[config.mk]
export PLATFORM = sky130hd
export DESIGN_NAME = allocation_bitmap
export DESIGN_NICKNAME = d
export VERILOG_FILES = /design/src/hdl/abm_pkg.sv /design/src/hdl/allocation_bitmap.sv
export SDC_FILE = /design/constraint.sdc
export NUM_CORES = 2
export LEC_CHECK = 0
export BUFFER_PORTS_ARGS = -buffer_cell sky130_fd_sc_hd__buf_2
export CORE_UTILIZATION = 45
export CTS_BUF_LIST = sky130_fd_sc_hd__clkbuf_8
export DETAILED_ROUTE_END_ITERATION = 8
export SLEW_MARGIN = 30
export SYNTH_ARGS = -nofsm -noshare
export SYNTH_HDL_FRONTEND = slang
export SYNTH_SLANG_ARGS = --single-unit
[constraint.sdc]
create_clock -name clk -period 6.4 [get_ports clk]
set_clock_uncertainty 0.2 [all_clocks]
set_input_delay 0.64 -clock clk [delete_from_list [all_inputs] [get_ports clk]]
set_output_delay 0.64 -clock clk [all_outputs]
set_load 0.005 [all_outputs]
[src/hdl/abm_pkg.sv]
// Package for the allocation bitmap: beat types of the command and result ports,
// map geometry constants and action codes. No dependencies.
package abm_pkg;

    localparam int WORD_BITS = 32;
    localparam int MAX_WORDS = 32;
    localparam int WORD_IDX_W = 5;
    localparam int SIZE_W = 6;
    localparam int INDEX_W = 10;
    localparam int FIRST_W = 11;

    localparam logic [1:0] ACT_SET   = 2'd0;
    localparam logic [1:0] ACT_CLEAR = 2'd1;
    localparam logic [1:0] ACT_TEST  = 2'd2;

    typedef struct packed {
        logic [1:0]         action;
        logic [INDEX_W-1:0] bit_index;
    } abm_in_t;

    typedef struct packed {
        logic               bit_value;
        logic [FIRST_W-1:0] first_clear;
    } abm_out_t;

endpackage

[src/hdl/allocation_bitmap.sv]
// Allocation bitmap top level: word store, per-word full and valid flags and control sequencer.
// Depends on abm_pkg.
//
// Usage: a command beat (item.action, item.bit_index) is taken at a rising edge with
// start high and busy low. Set and clear change one bit of the map; test reads it.
// Indices at or beyond size_words * 32 are not modified and test as 1.
// Each command yields one result beat: result.bit_value and result.first_clear, the
// lowest clear bit of the in-use map after the update, or size_words * 32 when full.
// The result is on the result port for exactly one cycle with done high.
// Steps: the accepting edge reads the addressed word, S_MOD writes it back, S_FIND
// reads the first non-full word for the bit search and S_OUT forms the result; busy
// is high through these states and done rises after S_OUT, so a new command is taken
// only once the last has finished. The word store has one read and one write port.
// The receiver cannot stall; a new command may be given in the cycle done is high.
// cfg_we writes cfg_wdata into size_words; write it only while busy is low.
// Reset: size_words returns to 32 and the map reads as all zeros through per-word
// valid flags, so no clearing pass is needed and start is taken right after reset.
module allocation_bitmap (
    input  logic                              clk,
    input  logic                              rst_n,
    input  logic                              start,
    output logic                              busy,
    input  abm_pkg::abm_in_t                  item,
    input  logic                              cfg_we,
    input  logic [abm_pkg::SIZE_W-1:0]        cfg_wdata,
    output logic                              done,
    output abm_pkg::abm_out_t                 result
);
    import abm_pkg::*;

    typedef enum logic [1:0] {S_IDLE, S_MOD, S_FIND, S_OUT} state_t;

    state_t                 state_reg;
    logic                   busy_reg;
    logic                   done_reg;
    abm_out_t               result_reg;
    logic [SIZE_W-1:0]      size_reg;
    logic [1:0]             act_reg;
    logic [INDEX_W-1:0]     idx_reg;
    logic [MAX_WORDS-1:0]   full_reg;
    logic [MAX_WORDS-1:0]   valid_reg;
    logic                   rd_valid_reg;
    logic                   bit_reg;
    logic [WORD_IDX_W-1:0]  find_word_reg;
    logic                   find_any_reg;

    logic [WORD_BITS-1:0]   mem [MAX_WORDS];
    logic [WORD_BITS-1:0]   rd_data_reg;

    logic [SIZE_W-1:0]      eff_words;
    logic [FIRST_W-1:0]     size_bits;
    logic                   in_range;
    logic [WORD_BITS-1:0]   rd_word;
    logic [WORD_BITS-1:0]   bit_mask;
    logic [WORD_BITS-1:0]   new_word;
    logic                   mem_we;
    logic [WORD_IDX_W-1:0]  rd_addr;
    logic [MAX_WORDS-1:0]   in_use;
    logic [MAX_WORDS-1:0]   eligible;
    logic [WORD_IDX_W-1:0]  find_word_next;
    logic                   find_any_next;
    logic [WORD_IDX_W-1:0]  zero_off;
    logic                   zero_any;
    logic                   bit_next;
    abm_out_t               result_next;
    logic                   accept;

    function automatic logic [WORD_IDX_W:0] lowest_one(input logic [WORD_BITS-1:0] v);
        logic [WORD_IDX_W:0] res;
        res = '0;
        for (int i = WORD_BITS - 1; i >= 0; i--) begin
            if (v[i])
            begin
                res = {1'b1, WORD_IDX_W'(i)};
            end
        end
        return res;
    endfunction

    assign accept    = start && !busy_reg;
    assign eff_words = (size_reg > SIZE_W'(MAX_WORDS)) ? SIZE_W'(MAX_WORDS) : size_reg;
    assign size_bits = {eff_words, {WORD_IDX_W{1'b0}}};
    assign in_range  = {1'b0, idx_reg} < size_bits;
    assign rd_word   = rd_valid_reg ? rd_data_reg : '0;
    assign bit_mask  = WORD_BITS'(1) << idx_reg[WORD_IDX_W-1:0];

    always_comb
    begin
        new_word = rd_word;
        bit_next = 1'b0;
        unique case (act_reg)
            ACT_SET:   new_word = rd_word | bit_mask;
            ACT_CLEAR: new_word = rd_word & ~bit_mask;
            ACT_TEST:  bit_next = in_range ? rd_word[idx_reg[WORD_IDX_W-1:0]] : 1'b1;
            default:   bit_next = 1'b0;
        endcase
    end

    assign mem_we = (state_reg == S_MOD) && in_range
                    && ((act_reg == ACT_SET) || (act_reg == ACT_CLEAR));

    always_comb
    begin
        for (int i = 0; i < MAX_WORDS; i++) begin
            in_use[i] = SIZE_W'(i) < eff_words;
        end
    end

    assign eligible = ~full_reg & in_use;
    assign {find_any_next, find_word_next} = lowest_one(eligible);
    assign {zero_any, zero_off} = lowest_one(~rd_word);

    assign rd_addr = (state_reg == S_IDLE) ? item.bit_index[INDEX_W-1:WORD_IDX_W]
                                           : find_word_next;

    always_comb
    begin
        result_next.bit_value = bit_reg;
        if (find_any_reg && zero_any)
        begin
            result_next.first_clear = {1'b0, find_word_reg, zero_off};
        end
        else
        begin
            result_next.first_clear = size_bits;
        end
    end

    always_ff @(posedge clk)
    begin
        if (mem_we)
        begin
            mem[idx_reg[INDEX_W-1:WORD_IDX_W]] <= new_word;
        end
        rd_data_reg <= mem[rd_addr];
    end

    always_ff @(posedge clk or negedge rst_n)
    begin
        if (!rst_n)
        begin
            state_reg     <= S_IDLE;
            busy_reg      <= 1'b0;
            done_reg      <= 1'b0;
            size_reg      <= SIZE_W'(MAX_WORDS);
            full_reg      <= '0;
            valid_reg     <= '0;
            rd_valid_reg  <= 1'b0;
            act_reg       <= '0;
            idx_reg       <= '0;
            bit_reg       <= 1'b0;
            find_word_reg <= '0;
            find_any_reg  <= 1'b0;
            result_reg    <= '0;
        end
        else
        begin
            done_reg     <= (state_reg == S_OUT);
            rd_valid_reg <= valid_reg[rd_addr];
            if (cfg_we)
            begin
                size_reg <= cfg_wdata;
            end
            unique case (state_reg)
                S_IDLE:
                begin
                    if (accept)
                    begin
                        act_reg   <= item.action;
                        idx_reg   <= item.bit_index;
                        state_reg <= S_MOD;
                        busy_reg  <= 1'b1;
                    end
                end
                S_MOD:
                begin
                    bit_reg <= bit_next;
                    if (mem_we)
                    begin
                        valid_reg[idx_reg[INDEX_W-1:WORD_IDX_W]] <= 1'b1;
                        full_reg[idx_reg[INDEX_W-1:WORD_IDX_W]]  <= &new_word;
                    end
                    state_reg <= S_FIND;
                end
                S_FIND:
                begin
                    find_word_reg <= find_word_next;
                    find_any_reg  <= find_any_next;
                    state_reg     <= S_OUT;
                end
                S_OUT:
                begin
                    result_reg <= result_next;
                    busy_reg   <= 1'b0;
                    state_reg  <= S_IDLE;
                end
                default:
                begin
                    state_reg <= S_IDLE;
                    busy_reg  <= 1'b0;
                end
            endcase
        end
    end

    assign busy   = busy_reg;
    assign done   = done_reg;
    assign result = result_reg;

    // A result beat ends the command, so the block is free in that cycle.
    a_done_not_busy: assert property (@(posedge clk) disable iff (!rst_n)
        done_reg |-> !busy_reg)
        else $error("result beat while busy");

    // An accepted command yields its result beat once it has passed S_MOD, S_FIND and S_OUT.
    a_latency: assert property (@(posedge clk) disable iff (!rst_n)
        (start && !busy_reg) |=> ##3 done_reg)
        else $error("result beat missing four cycles after the accepted command");

    // The reported position never exceeds the in-use map size in bits.
    a_first_bound: assert property (@(posedge clk) disable iff (!rst_n)
        done_reg |-> (result_reg.first_clear <= size_bits))
        else $error("first clear index beyond map size");

    // A test or unused action leaves the full and valid flags untouched.
    a_test_no_update: assert property (@(posedge clk) disable iff (!rst_n)
        ((state_reg == S_MOD) && (act_reg != ACT_SET) && (act_reg != ACT_CLEAR))
        |=> $stable(full_reg) && $stable(valid_reg))
        else $error("map flags changed by a non-writing command");

endmodule
Word-level counts from Yosys, hierarchy flattened
Memory sizes are Yosys's and may differ from the RTL's. A register that Yosys moved wholly into a read port is not among the register bits. Index checks and enable logic that the tools add are counted. Widths: inputs -> output; s select.

Bits in registers: 106. Bits in writable memories: 1024. Word-level logic and storage cells: 165. Memories: 1.

$lt $le $gt $ge: 38. Equal/unequal tests: 6. Shifts and indexed selects: 1. Mux-type cells: 84. Bitwise logic cells: 7. Reduce and logical (&&, ||, !) cells: 14.

Memory list: mem (depth 32, bits a word 32, read ports 1, clocked after memory_dff 1, wr ports 1, line allocation_bitmap.sv:47) `logic [WORD_BITS-1:0] mem [MAX_WORDS];`.

Operator list (number): $mux 6 (65); $lt 5x6->1 const A (16); $not 32->32 (3); $and 32x32->32 (2); $or 32x32->32 (2); $pmux 32 s2 (1); $lt 4x6->1 const A (8); $bwmux 32 (1); $mux 32 (1); $reduce_and 32->1 (1); $shl 1x5->32 const A (1); $lt 3x6->1 const A (4); $lt 5x6->1 const B (3); $lt 1x6->1 const A (2); $lt 2x6->1 const A (2); $lt 10x11->1 (1); $mux 11 (1); $bmux 1 s5 (2); $mux 1 (8); $pmux 2 s4 (1); $eq 2x2->1 const B (3); $gt 6x6->1 const B (1); $reduce_and 2->1 (3); $demux 1 s5 (1); other kinds (11) (17).

Depth between registers and ports, before layout
Depth after elaboration: 39. Depth in mapped cells: 17. Mapped depth without buffers: 13.

Least setup slack after synthesis
No wires, ideal clock.

Path type: reg2reg. Start point: register size_reg[5]. End point: memory mem[24][0], enable pin. Setup time: 0.422 ns. Arrival time: 4.279 ns. Required time: 5.778 ns. Path slack: 1.499 ns. Stages on the path, launching flop included: 16. Period minus slack after synthesis: 4.901 ns. Path through: dfstp_2 -> buf_2 -> inv_2 -> clkbuf_1 -> nand2_1 -> ha_1 -> a21o_1 -> a21o_1 -> a21o_1 -> a21oi_1 -> nor2_1 -> nor3b_1 -> nor2b_1 -> nand3_1 -> clkbuf_1 -> nor2_1.

Cells in the longest elaborated chain, start to end: 7.

RTL lines: start: declaration (line allocation_bitmap.sv:37) `logic [SIZE_W-1:0] size_reg;`; start signal: assignment (line allocation_bitmap.sv:145) `size_reg <= SIZE_W'(MAX_WORDS);`; start signal: assignment (line allocation_bitmap.sv:162) `size_reg <= cfg_wdata;`; $gt 6x6->1 (line allocation_bitmap.sv:81) `assign eff_words = (size_reg > SIZE_W'(MAX_WORDS)) ? SIZE_W'(MAX_WORDS) : size_reg;`; $mux 6 (*) (line allocation_bitmap.sv:81); $lt 10x11->1 (*) (line allocation_bitmap.sv:83) `assign in_range = {1'b0, idx_reg} < size_bits;`; $logic_and 1x1->1 (*) (line allocation_bitmap.sv:99) `assign mem_we = (state_reg == S_MOD) && in_range`; $logic_and 1x1->1 (*) (line allocation_bitmap.sv:100) `&& ((act_reg == ACT_SET) || (act_reg == ACT_CLEAR));`; $mux 1 (*) (line allocation_bitmap.sv:131) `if (mem_we)`; $mux 1 (not written as such) (*) (line allocation_bitmap.sv:133) `mem[idx_reg[INDEX_W-1:WORD_IDX_W]] <= new_word;`; end: declaration (line allocation_bitmap.sv:47).

Every way passes the cells marked *; elsewhere a longest branch is shown, timed or not.

Final worst setup path
Start point: register size_reg[4]. End point: register rd_data_reg[1] (read register of mem).

Cells in the longest elaborated chain, start to end: 37. Elaborated cells on any way between the ends: 68. Those cells by class: order compare: 33; mux: 34; bitwise: 1.

RTL lines: $gt 6x6->1 (line allocation_bitmap.sv:81); $mux 6 (*) (line allocation_bitmap.sv:81); $lt 5x6->1 (line allocation_bitmap.sv:105) `in_use[i] = SIZE_W'(i) < eff_words;`; $and 32x32->32 (*) (line allocation_bitmap.sv:109) `assign eligible = ~full_reg & in_use;`; $mux 6 (31 in series) (line allocation_bitmap.sv:72) `if (v[i])`; $mux 6 (*) (line allocation_bitmap.sv:72); $mux 5 (*) (line allocation_bitmap.sv:113) `assign rd_addr = (state_reg == S_IDLE) ? item.bit_index[INDEX_W-1:WORD_IDX_W]`; end: declaration (line allocation_bitmap.sv:48) `logic [WORD_BITS-1:0] rd_data_reg;`.

Marked as above. A chain may end at the register's enable or synchronous reset.

==> reports/qor.txt <==
status = finished, final reports clean
cts bufs inserted = 190
WL per Instance = 27.46 um
latest clock arrival within the worst-skew pair = 0.87 ns
Worst path slowest cell = buf_4
total power = 25.71 mW
Worst slew margin = 27.55%
Netlist cell types = 83
CP Capture Type = register
Final Max Slew Viols = 0
share of layout cells above drive strength 1 = 15.58%
Synth top area share = 57.68%
via count = 38600
final setup violating endpoints = 0
worst-margin pin slew = 1.087 ns
register area share after synthesis = 63.86%
most area-consuming cells after synthesis = edfxtp_1 (58%), dfrtp_1 (4.9%), nand2_1 (4.3%)
RSZ-0062 raised after global routing = no
VDD IR max = 0.3439 mV
top cells by instance count after synthesis = edfxtp_1 (1024), nand2_1 (605), a21oi_1 (342)
max reg flops = 1024
power per cell area = 428.3 mW/mm2
1st-iter DRT viols = 4680
final wirelength = 166800 um
syn nets = 4350
die width = 346.2 um
cts hold-fix bufs = 27
critical path class = register to register
largest net degree at the start of global routing = 183
Port Buf Inserts = 35
CP required = 6.90 ns
first-pass GRT wire length = 245000 um
Fmax = 0.1904 GHz
number of routed nets with antenna violations = 0
DPL Wire Length = 97130 um
post-synthesis average cell area = 12.34 um2
Syn. warnings = 0
# DRC = 0
worst path arrival time = 5.75 ns
Core ar. = 0.1168 mm2
final setup TNS = 0 ns
Mapped Area = 0.05331 mm2
drt first pass iters = 7
static leakage = 20.78 nW
Reg area = 0.03405 mm2
internal reg-to-reg setup slack = 1.15 ns
Initial Util = 45.63%
gr ovfl total = 0
max cap viols = 0
vias in the first global route = 36570
EDFF count, synth = 1024
CTS sink count = 1162
Synth Flop Type = edfxtp_1
min cycle time layout = 5.252 ns
CTS H-tree lvls = 4
Post-CTS Resized = 0
crit-path most repeated cell = nor2_1
post-CTS setup buffers = 0
footprint of the multi-input gates = 0.01835 mm2
die area = 0.1198 mm2
Hold Violations, Final = 0
Final nets = 4419
Hold Crit Class = input port to asynchronous set/reset pin
critical path, cell by cell = nor2_1, nor2_1, a2bb2oi_1, or4b_1, o21ai_2, a21o_4, buf_4, nand3_1, and3_1, a31oi_1, nand4_1
GRT Util Overall = 27.41%
cell accounting for the most synthesized area = edfxtp_1
RD Place Congestion = 0.9138
clock slew at reported path FFs = 0.07 ns
die height = 346.2 um
FFs w/ async S/R, synth = 9.122%
crit path launch type = register
Tcrit/Tclk final = 82.06%
leading cell type by number of instances after synthesis = edfxtp_1
Via density = 6.352
Synth Instances = 4320
# fillers = 9926
Ports = 36
CTS tree = built
CTS max path bufs = 3
Area Overhead vs Synth = 12.59%
crit-path max cell delay = 0.76 ns
Row Count = 125
Synth Register Bits = 1162
critical path peak fanout = 67
initial antenna violation count = 1
CTS Root Cell = clkbuf_8
-- layout by cell type (no fill, tap or decap), types with 40 or more instances in the layout --
cell / Yosys / routed
a211oi_1: 61 / 61
a21oi_1: 342 / 340
a221oi_1: 239 / 239
a31oi_1: 68 / 68
buf_4: 7 / 119
clkbuf_8: 0 / 217
dfrtp_1: 105 / 104
edfxtp_1: 1024 / 1024
inv_1: 27 / 104
mux2_2: 150 / 150
mux2i_1: 223 / 221
nand2_1: 605 / 603
nand2b_1: 117 / 117
nand3_1: 237 / 237
nand4_1: 102 / 102
nor2_1: 83 / 46
nor2_4: 1 / 40
nor3_1: 68 / 67
o21ai_0: 119 / 91
-- final timing paths --
kind,endpoint,start,cells past startpoint
setup reg to reg,rd_data_reg[1],size_reg[4],11
min in group clk,valid_reg[19],valid_reg[19],1
hold / removal,valid_reg[12],rst_n,2
hold reg to reg,valid_reg[19],valid_reg[19],1
setup / recovery,rd_data_reg[1],size_reg[4],11
max in group asynchronous,valid_reg[28],rst_n,3
-- cells by family after synthesis --
| family | Yosys count | share of synthesized area, % |
|---|---|---|
| AO/OA/AOI/OAI | 1038 | 13.11 |
| AND/OR/NAND/NOR | 1366 | 12.26 |
| buffers and inverters | 362 | 2.784 |
| multiplexers | 384 | 7.799 |
| adder cells (fa/ha/maj) | 8 | 0.1878 |
| flip-flops | 1162 | 63.86 |
-- per-layer routing --
metal	vias to the layer above	share of wire [%]	global-route usage, %
met5	-	0	0
met4	0	4.2	12.07
met3	316	8.7	4.609
met2	1982	46	42.50
met1	19300	41	37.94
li1	17000	-	-
-- layout make-up --
cell class,count,area share (%)
sequential,1162,56.72
tap,1524,3.177
clock inverter,136,1.067
antenna,2,0.008339
clock buffer,217,4.976
inverter,29,0.1814
timing repair buffer,210,3.290
multi-input combinational,2796,30.58
-- metrics by stage --
stage,hold WS [ns],utilization (%),setup WS (ns),cells,area [um2]
floorplan,0.1444,-,1.499,4320,53310
global placement,0.2474,47.84,1.215,5686,55890
detailed placement,0.2512,48.00,1.234,5693,56080
CTS,0.2358,51.34,1.186,6073,59980
global route,0.1853,51.37,0.8585,6075,60020
finish,0.1702,51.37,1.148,6076,60020
-- worst max-delay path, delay by kind of cell (launching register included) --
kind                   cells  cell delay (ns)
AOI/OAI and AO/OA          4             1.59
and+or+nand+nor            6             1.91
buffers and inverters      1             0.76
DFF                        1             0.57
-- power breakdown --
group / internal [mW] / switching (mW) / total (mW)
Sequential: 9.56 / 0.514 / 10.1
Combinational: 2.78 / 6.69 / 9.47
Clock: 3.18 / 2.98 / 6.15
Note: power is estimated with default switching activity, not from simulation.
